--- src/rtl/swrc_pkg.sv ---
// Shared types, constants and the CRC-8 byte update for the sensor word
// response checker. Used by swrc_core and sensor_word_response_checker.
package swrc_pkg;

    localparam int unsigned KindWidth   = 2;
    localparam int unsigned ByteWidth   = 8;
    localparam int unsigned WordWidth   = 16;
    localparam int unsigned StatusWidth = 2;
    localparam int unsigned PosWidth    = 3;

    localparam logic [ByteWidth-1:0] CrcPoly      = 8'h31;
    localparam logic [ByteWidth-1:0] CrcInit      = 8'hFF;
    localparam logic [WordWidth-1:0] SelftestPass = 16'hD400;
    localparam logic [WordWidth-1:0] WarmupCo2    = 16'd400;

    localparam logic [PosWidth-1:0] SelftestLen = 3'd3;
    localparam logic [PosWidth-1:0] MeasureLen  = 3'd6;

    typedef enum logic [KindWidth-1:0] {
        KIND_INIT     = 2'd0,
        KIND_SELFTEST = 2'd1,
        KIND_MEASURE  = 2'd2
    } t_kind;

    typedef enum logic [StatusWidth-1:0] {
        STATUS_OK       = 2'd0,
        STATUS_CRC_FAIL = 2'd1,
        STATUS_MISMATCH = 2'd2,
        STATUS_INIT     = 2'd3
    } t_status;

    typedef struct packed {
        t_status               status;
        logic [WordWidth-1:0]  first_word;
        logic [WordWidth-1:0]  second_word;
    } t_result;

    // Bitwise MSB-first CRC-8 update over one byte, no reflection.
    function automatic logic [ByteWidth-1:0] crc_update(
        input logic [ByteWidth-1:0] crc,
        input logic [ByteWidth-1:0] b
    );
        logic [ByteWidth-1:0] c;
        c = crc ^ b;
        for (int k = 0; k < ByteWidth; k++) begin
            if (c[ByteWidth-1]) begin
                c = {c[ByteWidth-2:0], 1'b0} ^ CrcPoly;
            end else begin
                c = {c[ByteWidth-2:0], 1'b0};
            end
        end
        return c;
    endfunction

endpackage

--- src/rtl/swrc_core.sv ---
// Frame state for the sensor word response checker: byte position, running
// CRC, word holds and warm-up flag. Depends on swrc_pkg.
module swrc_core (
    input  logic                                i_clk,
    input  logic                                i_rst_n,
    input  logic                                i_take,
    input  logic [swrc_pkg::KindWidth-1:0]      i_command_kind,
    input  logic [swrc_pkg::ByteWidth-1:0]      i_data_byte,
    input  logic                                i_frame_start,
    output logic                                o_res_valid,
    output swrc_pkg::t_result                   o_res
);

    logic [swrc_pkg::PosWidth-1:0]  r_pos,   n_pos;
    logic [swrc_pkg::ByteWidth-1:0] r_crc,   n_crc;
    logic [swrc_pkg::ByteWidth-1:0] r_high,  n_high;
    logic [swrc_pkg::ByteWidth-1:0] r_low,   n_low;
    logic [swrc_pkg::WordWidth-1:0] r_first, n_first;
    logic                           r_err,   n_err;
    logic                           r_warm,  n_warm;

    logic [swrc_pkg::PosWidth-1:0]  pos;
    logic [swrc_pkg::PosWidth-1:0]  len;
    logic [swrc_pkg::ByteWidth-1:0] crc;
    logic                           err;
    logic [1:0]                     slot;
    logic [swrc_pkg::WordWidth-1:0] w2;
    logic                           is_frame;

    always_comb begin
        n_pos       = r_pos;
        n_crc       = r_crc;
        n_high      = r_high;
        n_low       = r_low;
        n_first     = r_first;
        n_err       = r_err;
        n_warm      = r_warm;
        o_res_valid = 1'b0;
        o_res       = '0;
        is_frame    = (i_command_kind == swrc_pkg::KIND_SELFTEST) ||
                      (i_command_kind == swrc_pkg::KIND_MEASURE);
        pos  = i_frame_start ? '0 : r_pos;
        crc  = i_frame_start ? swrc_pkg::CrcInit : r_crc;
        err  = i_frame_start ? 1'b0 : r_err;
        len  = (i_command_kind == swrc_pkg::KIND_SELFTEST) ?
               swrc_pkg::SelftestLen : swrc_pkg::MeasureLen;
        unique case (pos)
            3'd0, 3'd3: slot = 2'd0;
            3'd1, 3'd4: slot = 2'd1;
            3'd2, 3'd5: slot = 2'd2;
            default:    slot = 2'd0;
        endcase
        w2 = '0;

        if (i_take && i_command_kind == swrc_pkg::KIND_INIT) begin
            n_warm = 1'b1;
        end else if (i_take && is_frame) begin
            n_pos = pos;
            n_crc = crc;
            n_err = err;
            if (pos < len) begin
                unique case (slot)
                    2'd0: begin
                        n_high = i_data_byte;
                        n_crc  = swrc_pkg::crc_update(crc, i_data_byte);
                    end
                    2'd1: begin
                        n_low = i_data_byte;
                        n_crc = swrc_pkg::crc_update(crc, i_data_byte);
                        if (pos == 3'd1) begin
                            n_first = {r_high, i_data_byte};
                        end
                    end
                    default: begin
                        if (crc != i_data_byte) begin
                            n_err = 1'b1;
                        end
                        n_crc = swrc_pkg::CrcInit;
                    end
                endcase
                n_pos = pos + 3'd1;

                // Report on the last byte of the response.
                if (pos == len - 3'd1) begin
                    o_res_valid = 1'b1;
                    w2 = {n_high, n_low};
                    if (n_err) begin
                        o_res.status = swrc_pkg::STATUS_CRC_FAIL;
                    end else if (i_command_kind == swrc_pkg::KIND_SELFTEST) begin
                        o_res.status     = (n_first == swrc_pkg::SelftestPass) ?
                                           swrc_pkg::STATUS_OK :
                                           swrc_pkg::STATUS_MISMATCH;
                        o_res.first_word = n_first;
                    end else begin
                        if (r_warm && n_first == swrc_pkg::WarmupCo2 && w2 == '0) begin
                            o_res.status = swrc_pkg::STATUS_INIT;
                        end else begin
                            o_res.status = swrc_pkg::STATUS_OK;
                            n_warm       = 1'b0;
                        end
                        o_res.first_word  = n_first;
                        o_res.second_word = w2;
                    end
                end
            end
        end
    end

    always_ff @(posedge i_clk) begin
        if (!i_rst_n) begin
            r_pos   <= '0;
            r_crc   <= swrc_pkg::CrcInit;
            r_high  <= '0;
            r_low   <= '0;
            r_first <= '0;
            r_err   <= 1'b0;
            r_warm  <= 1'b1;
        end else begin
            r_pos   <= n_pos;
            r_crc   <= n_crc;
            r_high  <= n_high;
            r_low   <= n_low;
            r_first <= n_first;
            r_err   <= n_err;
            r_warm  <= n_warm;
        end
    end

endmodule

--- config.mk ---
export PLATFORM = sky130hd
export DESIGN_NAME = swrc_core
export DESIGN_NICKNAME = d
export VERILOG_FILES = /design/src/rtl/swrc_pkg.sv /design/src/rtl/swrc_core.sv
export SDC_FILE = /design/constraint.sdc
export NUM_CORES = 1
export LEC_CHECK = 0
export ABC_CLOCK_PERIOD_IN_PS = 3130
export BUFFER_PORTS_ARGS = -buffer_cell sky130_fd_sc_hd__buf_4
export CORE_MARGIN = 2
export CORE_UTILIZATION = 40
export CTS_CLUSTER_DIAMETER = 40
export DETAILED_ROUTE_END_ITERATION = 10
export PLACE_DENSITY = 0.68
export SYNTH_ARGS = -nofsm -noshare
export SYNTH_HDL_FRONTEND = slang
export SYNTH_SLANG_ARGS = --single-unit
--- constraint.sdc ---
create_clock -name i_clk -period 3.13 [get_ports i_clk]
set_clock_uncertainty 0.15 [all_clocks]
set_input_delay 0.626 -clock i_clk [delete_from_list [all_inputs] [get_ports i_clk]]
set_output_delay 0.626 -clock i_clk [all_outputs]
set_load 0.01 [all_outputs]
* Word-level counts from Yosys, hierarchy flattened *
Index checks and enable logic that the tools add are counted.
W data, S select, Z words.

cells by class
  $lt $le $gt $ge = 1
  reductions and logical operators = 15
  muxes and demuxes = 112
  bitwise gates (word level) = 21
  add/subtract/negate cells = 2
  equality and inequality tests = 11

operators by type and width
  kind                    count
  $mux W8                 66
  $mux W34                4
  $mux W16                6
  $mux W6                 15
  $not A3 Y3              15
  $mux W32                1
  $mux W18                1
  $eq A16 B16 Y1 const B  1
  $eq A16 B9 Y1 const B   1
  $logic_not A16 Y1       1
  $pmux W8 S2             1
  $mux W1                 11
  $mux W3                 3
  $ne A8 B8 Y1            1
  $reduce_or A2 Y1        4
  $xor A8 B8 Y8           1
  $eq A3 B3 Y1 const B    2
  $mux W2                 3
  $reduce_and A6 Y1       1
  $not A1 Y1              5
  $eq A2 B1 Y1 const B    2
  $logic_and A1 B1 Y1     4
  $logic_not A2 Y1        2
  $pmux W2 S2             1
  10 further kinds        10

storage, ports and cells
  bits of input ports = 14
  register bits after elaboration = 45
  logic and storage cells = 169
  output and inout bits = 35

* Longest topological paths before layout *
Gate-level depths: netlist of run 1.

  depth after elaboration = 49
  mapped depth = 12
  mapped depth without buffers = 9

* Least setup slack after synthesis of run 1 *
No wires, ideal clock.

  kind = in2out
  from = input port i_frame_start
  to = output port o_res[10] (netlist name)
  buffers on the path = 4
  required time = 2.354 ns
  stages on the path = 11
  path slack = -0.306 ns
  data arrival time = 2.660 ns
  cells stage by stage = buf_2 clkbuf_8 clkbuf_8 nor2b_1 ha_1 nor2b_1 o2111ai_1 nor3_4 nand4b_2 buf_4 nor2_1

RTL lines
  what             line             source
  start, declared  swrc_core.sv:9   input logic i_frame_start,
  end, declared    swrc_core.sv:11  output swrc_pkg::t_result o_res

==> results of run 1 <==
## cell type report
cell class	count	area, sq um
fillers	696	3198
multi-input cells	333	2426
repair buffers	98	918.4
flip-flops and latches	45	913.4
well taps	102	127.6
clock buffers	5	68.82
clock inverters	3	17.52
inverters	4	17.52
## synthesized netlist by cell type (2+ instances only)
master	count
sky130_fd_sc_hd__nor3_1	6
sky130_fd_sc_hd__buf_4	3
sky130_fd_sc_hd__clkbuf_1	9
sky130_fd_sc_hd__xor2_1	5
sky130_fd_sc_hd__nand3_1	6
sky130_fd_sc_hd__nor2b_1	12
sky130_fd_sc_hd__nand2_1	96
sky130_fd_sc_hd__and2_1	3
sky130_fd_sc_hd__o22ai_1	6
sky130_fd_sc_hd__clkbuf_8	3
sky130_fd_sc_hd__inv_1	4
sky130_fd_sc_hd__a22oi_1	2
sky130_fd_sc_hd__nor2_1	31
sky130_fd_sc_hd__nor2_2	3
sky130_fd_sc_hd__or2_2	2
sky130_fd_sc_hd__a21o_1	3
sky130_fd_sc_hd__nand3b_1	4
sky130_fd_sc_hd__xnor3_1	3
sky130_fd_sc_hd__a21oi_1	18
sky130_fd_sc_hd__nand4b_1	2
sky130_fd_sc_hd__or3_1	2
sky130_fd_sc_hd__nor4_1	6
sky130_fd_sc_hd__mux2i_1	24
sky130_fd_sc_hd__nand2b_1	2
sky130_fd_sc_hd__dfxtp_1	45
sky130_fd_sc_hd__nand4_1	3
sky130_fd_sc_hd__buf_2	15
sky130_fd_sc_hd__ha_1	3
sky130_fd_sc_hd__o21ai_0	18
sky130_fd_sc_hd__xnor2_1	19
sky130_fd_sc_hd__o211ai_1	2
sky130_fd_sc_hd__and3_1	2
sky130_fd_sc_hd__o31ai_1	2
sky130_fd_sc_hd__a21boi_0	25
## how the worst max path moves through the flow
| stage | start | to | slack, ns | cells after the start |
|---|---|---|---|---|
| finish | i_command_kind[1] | o_res[33] | -0.05 | 12 |
| global route | i_command_kind[1] | o_res[33] | -0.13 | 12 |
| CTS | i_command_kind[1] | o_res[33] | -0.07 | 12 |
| detailed placement | i_command_kind[0] | o_res[17] | -0.24 | 10 |
| global placement | i_command_kind[0] | o_res[17] | -0.15 | 10 |
| floorplan | i_frame_start | o_res[10] | -0.14 | 11 |
## logic make-up (layout without fill, tap and decap cells)
family | Yosys count | count (layout) | synth area share
xor gates and xnor gates | 27 | 27 | 0.08816
and+or+nand+nor | 192 | 192 | 0.2975
adders and majority gates | 3 | 3 | 0.01192
muxes | 24 | 24 | 0.07625
AOI/OAI and AO/OA | 87 | 87 | 0.1807
buffers and inverters | 34 | 110 | 0.05957
DFF | 45 | 45 | 0.2859
## power breakdown
part / internal (mW) / switching, mW / leakage, nW
registers: 0.595 / 0.0279 / 0.368
logic: 0.187 / 0.206 / 1.26
clock network: 0.154 / 0.213 / 0.0439
total: 0.937 / 0.448 / 1.67
## state kept, by name (all words and copies together), names as in the netlist
signal / flops
r_pos: 3
r_warm: 1
r_crc: 8
r_err: 1
r_first: 16
r_high: 8
r_low: 8
## repair_timing
item	4_1_cts	5_1_grt
pin swaps	10	5
setup buffers	7	2
setup endpoints to repair	34	34
endpoints found under the hold margin	0	0
gates cloned	2	0
gates resized for setup	38	43
## per-stage QoR
stage / cell area (sq um) / setup slack (ns) / cells
floorplan: 3395 / -0.1378 / 412
global placement: 3988 / -0.1492 / 571
detailed placement: 3988 / -0.2399 / 571
CTS: 4317 / -0.06993 / 588
global route: 4489 / -0.1296 / 590
finish: 4489 / -0.04689 / 590
## cell usage in the layout, fill, tap and decap left out, types with 3 or more instances in the layout
cell type / n
sky130_fd_sc_hd__o21ai_1: 4
sky130_fd_sc_hd__xnor2_1: 19
sky130_fd_sc_hd__buf_4: 62
sky130_fd_sc_hd__nor2_2: 3
sky130_fd_sc_hd__nor3_1: 5
sky130_fd_sc_hd__nor4_1: 5
sky130_fd_sc_hd__nand3b_1: 4
sky130_fd_sc_hd__nor2_4: 16
sky130_fd_sc_hd__dfxtp_1: 39
sky130_fd_sc_hd__nand4_1: 3
sky130_fd_sc_hd__nand2_1: 96
sky130_fd_sc_hd__xnor3_1: 3
sky130_fd_sc_hd__inv_1: 3
sky130_fd_sc_hd__buf_6: 32
sky130_fd_sc_hd__a21o_1: 3
sky130_fd_sc_hd__a21boi_0: 25
sky130_fd_sc_hd__xor2_1: 5
sky130_fd_sc_hd__a21oi_2: 6
sky130_fd_sc_hd__mux2i_1: 24
sky130_fd_sc_hd__nor2_1: 15
sky130_fd_sc_hd__a21oi_4: 11
sky130_fd_sc_hd__o21ai_0: 14
sky130_fd_sc_hd__clkbuf_8: 5
sky130_fd_sc_hd__nand3_1: 6
sky130_fd_sc_hd__dfxtp_2: 4
sky130_fd_sc_hd__nor2b_1: 10
sky130_fd_sc_hd__o22ai_1: 6
## critical path, cell delays in order
cell	delay, ns
sky130_fd_sc_hd__buf_6	0.08
sky130_fd_sc_hd__inv_4	0.03
sky130_fd_sc_hd__ha_4	0.17
sky130_fd_sc_hd__ha_4	0.26
sky130_fd_sc_hd__nor2b_4	0.16
sky130_fd_sc_hd__o2111ai_4	0.12
sky130_fd_sc_hd__nor3_4	0.20
sky130_fd_sc_hd__buf_6	0.13
sky130_fd_sc_hd__nand3_4	0.13
sky130_fd_sc_hd__buf_6	0.15
sky130_fd_sc_hd__a211oi_2	0.19
sky130_fd_sc_hd__buf_4	0.15
## routing by layer
layer / routed length (um) / global-route usage / share of wire / up-vias
met4: 90 / 0.05515 / 0.0095 / 0
met3: 578 / 0.03662 / 0.061 / 11
met1: 4044 / 0.2801 / 0.43 / 1528
li1: - / - / - / 1558
met2: 4783 / 0.3978 / 0.50 / 97
met5: 0 / 0 / 0 / -
==> Implementation_results.wiki, run 1 <==
{| class="wikitable"
! Metric !! Value
|-
| Result of the run || finished, violations left
|-
| Failing checks || setup timing
|-
| Synthesized area per cell || 7.647 sq um
|-
| Type of the tightest min-delay check || flop to flop
|-
| Flip-flop and latch count after synthesis || 45
|-
| Area of the core || 7687 sq um
|-
| YS warnings || 0
|-
| Initial core utilization || 0.4098
|-
| # diodes || 0
|-
| FMAX || 314.8 MHz
|-
| Mapped Cells || 412
|-
| Combined global-route utilization of all metal layers || 0.2231
|-
| Startpoint of the tightest hold check path || r_first[9]
|-
| Top cell type's share of synthesized area || 0.2859
|-
| Placer congestion estimate || 0.8424
|-
| Number of remaining DRC errors || 0
|-
| Data required time of the critical path || 2.35 ns
|-
| Count of standard-cell rows || 32
|-
| Height of the die || 92.75 um
|-
| Worst Reg-to-Reg Cells || 11
|-
| Net count reported at finish || 504
|-
| Pleak || 1.668 nW
|-
| Max-capacitance violation count || 0
|-
| Root Driver || sky130_fd_sc_hd__clkbuf_8
|-
| Start of the worst register-to-register path || r_pos[2]
|-
| Leading post-synthesis cells by cell area || sky130_fd_sc_hd__dfxtp_1, sky130_fd_sc_hd__nand2_1, sky130_fd_sc_hd__mux2i_1
|-
| Number of synthesized flops with an enable pin || 0
|-
| Sum of routed wire length over all layers || 9497 um
|-
| Async S/R FF share, synth || 0
|-
| Post-detailed-route via-to-cell ratio || 5.414
|-
| Depth of the worst hold-timing path || 2
|-
| Setup repair after global routing missed its margin || true
|-
| Hold Violations, Final || 0
|-
| IR drop worst, VDD || 0.2453 mV
|-
| Synthesized Nets || 429
|-
| Arrival time at the worst endpoint || 2.40 ns
|-
| Transition time at the pin with the least slew margin || 0.4875 ns
|-
| First-pass GRT wire length || 15350 um
|-
| Clock latency at the later pin of the worst-skew pair || 0.31 ns
|-
| Gr ovfl total || 0
|-
| Worst-case hold path end point || r_first[9]
|-
| CP Launch Type || primary input
|-
| Cell area after synthesis || 3151 sq um
|-
| Final count of negative-setup-slack endpoints || 16
|-
| Die outline width || 92.75 um
|-
| Die area || 8603 sq um
|-
| Relative max-transition margin || 0.6738
|-
| Crit-path max FO || 4
|-
| Quantity of I/O buffers inserted on ports || 48
|-
| Clock-pin slew on the worst setup and hold paths || 0.09 ns
|-
| Final max-slew violation count || 0
|-
| Final min period || 3.177 ns
|-
| Detailed Place HPWL || 6695 um
|-
| Vias after detailed routing || 3194
|-
| Sum of negative setup slack || -0.3450 ns
|-
| Synth area leader || sky130_fd_sc_hd__dfxtp_1
|-
| Critical path class || primary input to primary output
|-
| Drt initial violations || 235
|-
| Number of iterations in the first detailed-routing pass || 4
|-
| Endpoint kind of the worst setup timing path || primary output
|-
| Count of antenna-violating nets left after detailed routing || 0
|-
| Antenna violations before repair || 0
|-
| Reg-to-reg endpoint || r_first[13]
|-
| Fin util || 0.5840
|-
| CTS Buffer Depth || 2
|-
| Ys flop type || sky130_fd_sc_hd__dfxtp_1
|-
| Design Power || 1.385 mW
|-
| TritonCTS Sinks || 45
|-
| Maximum number of pins on one net before global-route repair || 46
|-
| Final Worst Setup Slack || -0.04689 ns
|-
| TritonCTS clock tree || yes
|-
| Top-level port count || 49
|-
| R2R setup slack || 0.78 ns
|-
| Routed wirelength normalized by instance count || 16.10 um
|-
| Power per Cell Area || 308.4 nW/um^2
|-
| Number of unique standard cell types used by synthesis || 57
|-
| Post-CTS Hold Buffers || 0
|-
| Final cycle utilization of the critical path || 1.015
|-
| Share of the yosys chip area belonging to registers || 0.2859
|-
| CTS H-Tree Depth || 2
|-
| Worst hold slack || 0.3386 ns
|-
| Vias in the first global route || 3148
|-
| Area grow syn2layout || 42.49%
|-
| Share of final-layout standard cells stronger than drive strength 1 || 0.3545
|-
| CTS buffer count || 5
|}
Note: power is estimated with default switching activity, not from simulation.
==> run 2: changes to the inputs <==
- CORE_UTILIZATION: 40 -> 50
- PLACE_DENSITY: 0.68 -> 0.8
==> Implementation_results.wiki, run 2 (synthesis gave the netlist of run 1 again) <==
{| class="wikitable"
! Metric !! Value
|-
| Result of the run || finished, violations left (unchanged)
|-
| Failing checks || setup timing (unchanged)
|-
| CP max stage cell || sky130_fd_sc_hd__ha_4 (unchanged)
|-
| Hold Violations, Final || 0 (unchanged)
|-
| Sum of routed wire length over all layers || 10060 um (was 9497 um)
|-
| Quantity of I/O buffers inserted on ports || 48 (unchanged)
|-
| Final min period || 3.198 ns (was 3.177 ns)
|-
| Setup repair after global routing missed its margin || true (unchanged)
|-
| Net count reported at finish || 502 (was 504)
|-
| Gr ovfl total || 0 (unchanged)
|-
| TritonCTS clock tree || yes (unchanged)
|-
| TritonCTS Sinks || 45 (unchanged)
|-
| Post-CTS Hold Buffers || 0 (unchanged)
|-
| First-pass GRT wire length || 16000 um (was 15350 um)
|-
| Start of the worst register-to-register path || r_pos[2] (unchanged)
|-
| Final count of negative-setup-slack endpoints || 33 (was 16)
|-
| Max reg flops || 16 (unchanged)
|-
| Placed Area || 3954 sq um (was 3988 sq um)
|-
| Final max-slew violation count || 0 (unchanged)
|-
| Routing usage on met2 || 0.5132 (was 0.3978)
|-
| Die outline width || 83.38 um (was 92.75 um)
|-
| Slowest Stage Delay on Critical Path || 0.26 ns (about the same)
|-
| Die area || 6952 sq um (was 8603 sq um)
|-
| Data required time of the critical path || 2.35 ns (about the same)
|-
| Met1 Usage GRT || 0.3270 (was 0.2801)
|-
| Sum of negative setup slack || -1.110 ns (was -0.3450 ns)
|-
| Crit-path max FO || 6 (was 4)
|-
| Detailed Place HPWL || 6626 um (was 6695 um)
|-
| Clock-pin slew on the worst setup and hold paths || 0.09 ns (about the same)
|-
| Initial core utilization || 0.5259 (was 0.4098)
|-
| Height of the die || 83.38 um (was 92.75 um)
|-
| Vias in the first global route || 3300 (was 3148)
|-
| Post-detailed-route via-to-cell ratio || 5.929 (was 5.414)
|-
| Power per Cell Area || 337.0 nW/um^2 (was 308.4 nW/um^2)
|-
| Endpoint kind of the worst setup timing path || primary output (unchanged)
|-
| Critical path class || primary input to primary output (unchanged)
|-
| Placer congestion estimate || 0.8780 (was 0.8424)
|-
| Final Worst Setup Slack || -0.06836 ns (was -0.04689 ns)
|-
| Root Driver || sky130_fd_sc_hd__clkbuf_8 (unchanged)
|-
| CTS Buffer Depth || 2 (unchanged)
|-
| Drt initial violations || 258 (was 235)
|-
| Worst slack at placement || -0.2515 ns (was -0.2399 ns)
|-
| Leading cell types in the layout, fill and taps excluded || sky130_fd_sc_hd__nand2_1, sky130_fd_sc_hd__buf_4, sky130_fd_sc_hd__dfxtp_1 (unchanged)
|-
| Cells traversed along the worst timing path || buf_6, inv_4, ha_4, ha_4, nor2b_4, o2111ai_4, nor3_4, buf_6, nand4b_4, buf_12, nor2_4, buf_6 (was buf_6, inv_4, ha_4, ha_4, nor2b_4, o2111ai_4, nor3_4, buf_6, nand3_4, buf_6, a211oi_2, buf_4)
|-
| Combined global-route utilization of all metal layers || 0.2807 (was 0.2231)
|-
| Top-level port count || 49 (unchanged)
|-
| Antenna violations before repair || 0 (unchanged)
|-
| Number of fill cells || 385 (was 696)
|-
| Register containing the most flip-flops in the final layout || r_first (unchanged)
|-
| Finished Cell Area || 4454 sq um (was 4489 sq um)
|-
| Startpoint of the tightest hold check path || r_first[11] (was r_first[9])
|-
| # diodes || 0 (unchanged)
|-
| Type of the tightest min-delay check || flop to flop (unchanged)
|-
| Transition time at the pin with the least slew margin || 0.5044 ns (was 0.4875 ns)
|-
| FMAX || 312.7 MHz (was 314.8 MHz)
|-
| Arrival time at the worst endpoint || 2.42 ns (was 2.40 ns)
|-
| Fin util || 0.7435 (was 0.5840)
|-
| Busiest grt layer || met2 (unchanged)
|-
| Count of standard-cell rows || 28 (was 32)
|-
| Most frequent standard cell in the layout excluding fill and tap cells || sky130_fd_sc_hd__nand2_1 (unchanged)
|-
| Number of remaining DRC errors || 0 (unchanged)
|-
| Max-capacitance violation count || 0 (unchanged)
|-
| Area grow syn2layout || 41.38% (was 42.49%)
|-
| Critical Path Source || i_command_kind[1] (unchanged)
|-
| Maximum number of pins on one net before global-route repair || 46 (unchanged)
|-
| Area of the core || 5991 sq um (was 7687 sq um)
|-
| Number of iterations in the first detailed-routing pass || 5 (was 4)
|-
| Count of antenna-violating nets left after detailed routing || 0 (unchanged)
|-
| Cell mode on critical path || sky130_fd_sc_hd__buf_6 (unchanged)
|-
| Share of final-layout standard cells stronger than drive strength 1 || 0.3519 (was 0.3545)
|-
| CP Launch Type || primary input (unchanged)
|-
| IR drop worst, VDD || 0.2384 mV (was 0.2453 mV)
|-
| Routed wirelength normalized by instance count || 17.92 um (was 16.10 um)
|-
| CTS buffer count || 5 (unchanged)
|-
| Pleak || 1.665 nW (was 1.668 nW)
|-
| Met3 global-route usage || 0.05070 (was 0.03662)
|-
| Vias after detailed routing || 3326 (was 3194)
|-
| Relative max-transition margin || 0.6625 (was 0.6738)
|-
| Clock latency at the later pin of the worst-skew pair || 0.31 ns (about the same)
|-
| Final cycle utilization of the critical path || 1.022 (was 1.015)
|-
| CTS H-Tree Depth || 2 (unchanged)
|}
## run 2: critical path: cells and delay by family
kind | cells | cell delay [ns]
and+or+nand+nor | 4 | 0.66
AOI/OAI and AO/OA | 1 | 0.13
adders and majority gates | 2 | 0.43
buffers and inverters | 5 | 0.55
## run 2: routing by layer
layer,wire (um),vias up
met3,565,28
met5,0,-
met4,276,0
li1,-,1560
met2,5185,148
met1,4027,1590
## run 2: power breakdown
group	leakage (nW)	internal [mW]	switching (mW)
registers	0.368	0.596	0.0286
clock network	0.0574	0.260	0.219
logic	1.24	0.190	0.208
## run 2: cell type report
type | count | area (sq um) | area share
Tap cell | 75 | 93.84 | 0.02107
Inverter | 4 | 17.52 | 0.003933
Clock inverter | 2 | 37.54 | 0.008427
Timing Repair Buffer | 96 | 892.1 | 0.2003
Clock buffer | 6 | 82.58 | 0.01854
Multi-Input combinational cell | 333 | 2420 | 0.5433
Sequential cell | 45 | 910.9 | 0.2045
## run 2: final timing paths
kind | to | slack (ns) | cells after the start
max | o_res[9] | -0.07 | 12
min | r_first[11] | 0.34 | 2
max reg2reg | r_high[2] | 0.69 | 10
min reg2reg | r_first[11] | 0.34 | 2
## run 2: through the flow
step	hold slack (ns)	std cells	total power [mW]
floorplan	0.3065	412	0.9059
global placement	0.3177	544	0.9962
detailed placement	0.3315	544	1.005
CTS	0.3445	559	1.487
global route	0.3736	561	1.558
finish	0.3402	561	1.501
## run 2: repair_timing
item / in CTS / in global routing
resized for setup: 45 / 29
endpoints found under the setup margin: 34 / 34
pin swaps: 13 / 1
buffers inserted: 5 / 2
gates cloned: 2 / 0
==> run 3: changes to the inputs <==
- ABC_AREA: default -> 0
- ABC_CLOCK_PERIOD_IN_PS: 3130 -> 3900
- CELL_PAD_IN_SITES_DETAIL_PLACEMENT: default -> 1
- CELL_PAD_IN_SITES_GLOBAL_PLACEMENT: default -> 1
- CORE_UTILIZATION: 50 -> 45
- PLACE_DENSITY: 0.8 -> 0.91
- clock period: 3.13 -> 3.9 ns (I/O delays scaled with it)
==> Implementation_results.wiki, run 3 (synthesis gave the netlist of run 1 again) <==
{| class="wikitable"
! Metric !! Value
|-
| Result of the run || finished, final reports clean (was finished, violations left)
|-
| Slowest Stage Delay on Critical Path || 0.30 ns (was 0.26 ns)
|-
| Area grow syn2layout || 15.89% (was 41.38%)
|-
| Antenna violations before repair || 0 (unchanged)
|-
| Root Driver || sky130_fd_sc_hd__clkbuf_8 (unchanged)
|-
| Max reg flops || 16 (unchanged)
|-
| Reg-to-reg endpoint || r_first[10] (was r_high[2])
|-
| Cells traversed along the worst timing path || buf_4, ha_1, ha_1, nor2b_2, o2111ai_2, nor3_4, nand3_2, buf_4, a21oi_1, buf_4 (was buf_6, inv_4, ha_4, ha_4, nor2b_4, o2111ai_4, nor3_4, buf_6, nand4b_4, buf_12, nor2_4, buf_6)
|-
| Net count reported at finish || 466 (was 502)
|-
| Top-level port count || 49 (unchanged)
|-
| Switch Pwr || 366.9 uW (was 455.3 uW)
|-
| Start of the worst register-to-register path || r_pos[2] (unchanged)
|-
| Number of remaining DRC errors || 0 (unchanged)
|-
| Post-detailed-route via-to-cell ratio || 5.826 (was 5.929)
|-
| Quantity of I/O buffers inserted on ports || 48 (unchanged)
|-
| Initial core utilization || 0.4637 (was 0.5259)
|-
| Startpoint of the tightest hold check path || r_first[6] (was r_first[11])
|-
| # diodes || 0 (unchanged)
|-
| Most frequent standard cell in the layout excluding fill and tap cells || sky130_fd_sc_hd__nand2_1 (unchanged)
|-
| Die outline width || 87.67 um (was 83.38 um)
|-
| Final cycle utilization of the critical path || 0.9572
|-
| Crit-path max FO || 12 (was 6)
|-
| Final max-slew violation count || 0 (unchanged)
|-
| Vias in the first global route || 3299 (was 3300)
|-
| Vias after detailed routing || 3181 (was 3326)
|-
| Power per Cell Area || 300.1 nW/um^2 (was 337.0 nW/um^2)
|-
| Design internal power || 728.8 uW (was 1.046 mW)
|-
| Detailed Place HPWL || 7207 um (was 6626 um)
|-
| CP Launch Type || primary input (unchanged)
|-
| Area of the core || 6794 sq um (was 5991 sq um)
|-
| Cell mode on critical path || sky130_fd_sc_hd__buf_4 (was sky130_fd_sc_hd__buf_6)
|-
| Maximum number of pins on one net before global-route repair || 46 (unchanged)
|-
| Clock-pin slew on the worst setup and hold paths || 0.11 ns (was 0.09 ns)
|-
| Sum of routed wire length over all layers || 10260 um (was 10060 um)
|-
| Worst hold slack || 0.3537 ns (was 0.3402 ns)
|-
| Setup repair after global routing missed its margin || false (was true)
|-
| Number of iterations in the first detailed-routing pass || 4 (was 5)
|-
| Arrival time at the worst endpoint || 2.80 ns (was 2.42 ns)
|-
| Worst-case hold path end point || r_first[6] (was r_first[11])
|-
| CTS buffer count || 5 (unchanged)
|-
| Type of the tightest min-delay check || flop to flop (unchanged)
|-
| Sum of negative setup slack || 0 ns (was -1.110 ns)
|-
| IR drop worst, VDD || 0.1498 mV (was 0.2384 mV)
|-
| Depth of the worst hold-timing path || 2 (unchanged)
|-
| Worst Reg-to-Reg Cells || 7 (was 10)
|-
| Routed wirelength normalized by instance count || 18.79 um (was 17.92 um)
|-
| Post-CTS Hold Buffers || 0 (unchanged)
|-
| Pleak || 1.406 nW (was 1.665 nW)
|-
| TritonCTS Sinks || 45 (unchanged)
|-
| Data required time of the critical path || 2.97 ns (was 2.35 ns)
|-
| Final min period || 3.733 ns
|-
| Register containing the most flip-flops in the final layout || r_first (unchanged)
|-
| Count of antenna-violating nets left after detailed routing || 0 (unchanged)
|-
| Clock share of power || 0.290 (was 0.319)
|-
| Count of standard-cell rows || 30 (was 28)
|-
| CTS Buffer Depth || 2 (unchanged)
|-
| Placer congestion estimate || 0.8395 (was 0.8780)
|-
| CTS H-Tree Depth || 2 (unchanged)
|-
| R2R setup slack || 1.08 ns (was 0.69 ns)
|-
| Max-capacitance violation count || 0 (unchanged)
|-
| Combined global-route utilization of all metal layers || 0.2772 (was 0.2807)
|-
| FMAX || 267.9 MHz
|-
| Critical path class || primary input to primary output (unchanged)
|-
| First-pass GRT wire length || 16540 um (was 16000 um)
|-
| Clock latency at the later pin of the worst-skew pair || 0.33 ns (was 0.31 ns)
|-
| Endpoint kind of the worst setup timing path || primary output (unchanged)
|-
| Final count of negative-setup-slack endpoints || 0 (was 33)
|-
| Transition time at the pin with the least slew margin || 0.7242 ns (was 0.5044 ns)
|-
| Height of the die || 87.67 um (was 83.38 um)
|-
| Gr ovfl total || 0 (unchanged)
|-
| Fraction of power spent switching nets || 0.3349 (was 0.3032)
|-
| Die area || 7686 sq um (was 6952 sq um)
|-
| Hold Violations, Final || 0 (unchanged)
|-
| CP max stage cell || sky130_fd_sc_hd__nor3_4 (was sky130_fd_sc_hd__ha_4)
|-
| TritonCTS clock tree || yes (unchanged)
|-
| Share of final-layout standard cells stronger than drive strength 1 || 0.1956 (was 0.3519)
|-
| Drt initial violations || 132 (was 258)
|-
| Relative contribution of sequential cells to total power || 0.464 (was 0.416)
|-
| Share of total power in combinational logic || 0.246 (was 0.265)
|-
| Leading cell types in the layout, fill and taps excluded || sky130_fd_sc_hd__nand2_1, sky130_fd_sc_hd__buf_4, sky130_fd_sc_hd__dfxtp_1 (unchanged)
|-
| Relative max-transition margin || 0.5159 (was 0.6625)
|}
## run 3: cell types whose count changed in the layout (fill, tap and decap cells not counted), moves of 6 or more
cell / previous run / this run
sky130_fd_sc_hd__nor2_1: 16 / 31
sky130_fd_sc_hd__buf_6: 29 / 0
sky130_fd_sc_hd__dfxtp_1: 39 / 45
sky130_fd_sc_hd__nor2_4: 15 / 0
sky130_fd_sc_hd__a21oi_1: 2 / 18
sky130_fd_sc_hd__a21oi_4: 11 / 0
## run 3: layout make-up
cell class | instances | area, sq um
fillers | 852 | 3143
multi-input cells | 333 | 2071
flip-flops and latches | 45 | 900.9
repair buffers | 60 | 450.4
well taps | 96 | 120.1
clock buffers | 5 | 68.82
clock inverters | 3 | 25.02
inverters | 4 | 15.01
## run 3: timing repair
| action | in CTS | in global routing |
|---|---|---|
| resized for setup | 0 | 2 |
| setup endpoints to repair | 0 | 15 |
| buffers inserted | 0 | 1 |
| hold endpoints to repair | 0 | 0 |
## run 3: worst max-delay path: cells and delay by family
| family | cells | cell delay (ns) |
|---|---|---|
| compound gates | 2 | 0.34 |
| simple gates | 3 | 0.69 |
| fa+ha+maj | 2 | 0.49 |
| buf+inv | 3 | 0.49 |
## run 3: routing by layer
| metal | GRT usage | vias up | part of all wire |
|---|---|---|---|
| met4 | 0.09510 | 0 | 0.017 |
| met1 | 0.3569 | 1552 | 0.42 |
| met2 | 0.4697 | 126 | 0.49 |
| met3 | 0.04618 | 19 | 0.076 |
| li1 | - | 1484 | - |
| met5 | 0 | - | 0 |
## run 3: how the worst max path moves through the flow
stage | from | depth (start not counted) | slack [ns] | to
after floorplan | i_frame_start | 11 | 0.16 | o_res[10]
after global placement | i_command_kind[0] | 10 | 0.30 | o_res[19]
after detailed placement | i_command_kind[0] | 10 | 0.16 | o_res[18]
after CTS | i_command_kind[0] | 10 | 0.07 | o_res[24]
after global routing | i_command_kind[1] | 12 | 0.005 | o_res[24]
final | i_command_kind[0] | 10 | 0.17 | o_res[24]
## run 3: power by group through the flow
stage                     sequential, mW  combinational [mW]  clock [mW]
final                              0.508               0.270       0.318
after global routing               0.510               0.294       0.338
after CTS                          0.507               0.266       0.320
after detailed placement           0.517               0.265           0
after global placement             0.515               0.254           0
after floorplan                    0.504               0.211           0
## run 3: through the flow
| stage | setup WS (ns) | std cells | total power [mW] | utilization | instance area [sq um] |
|---|---|---|---|---|---|
| 2_1_floorplan | 0.1565 | 412 | 0.7152 | - | 3151 |
| 3_3_place_gp | 0.3050 | 537 | 0.7689 | 0.5212 | 3541 |
| 3_5_place_dp | 0.1630 | 537 | 0.7818 | 0.5212 | 3541 |
| 4_1_cts | 0.06892 | 545 | 1.093 | 0.5350 | 3635 |
| 5_1_grt | 0.005052 | 546 | 1.141 | 0.5374 | 3651 |
| 6_report | 0.1671 | 546 | 1.096 | 0.5374 | 3651 |
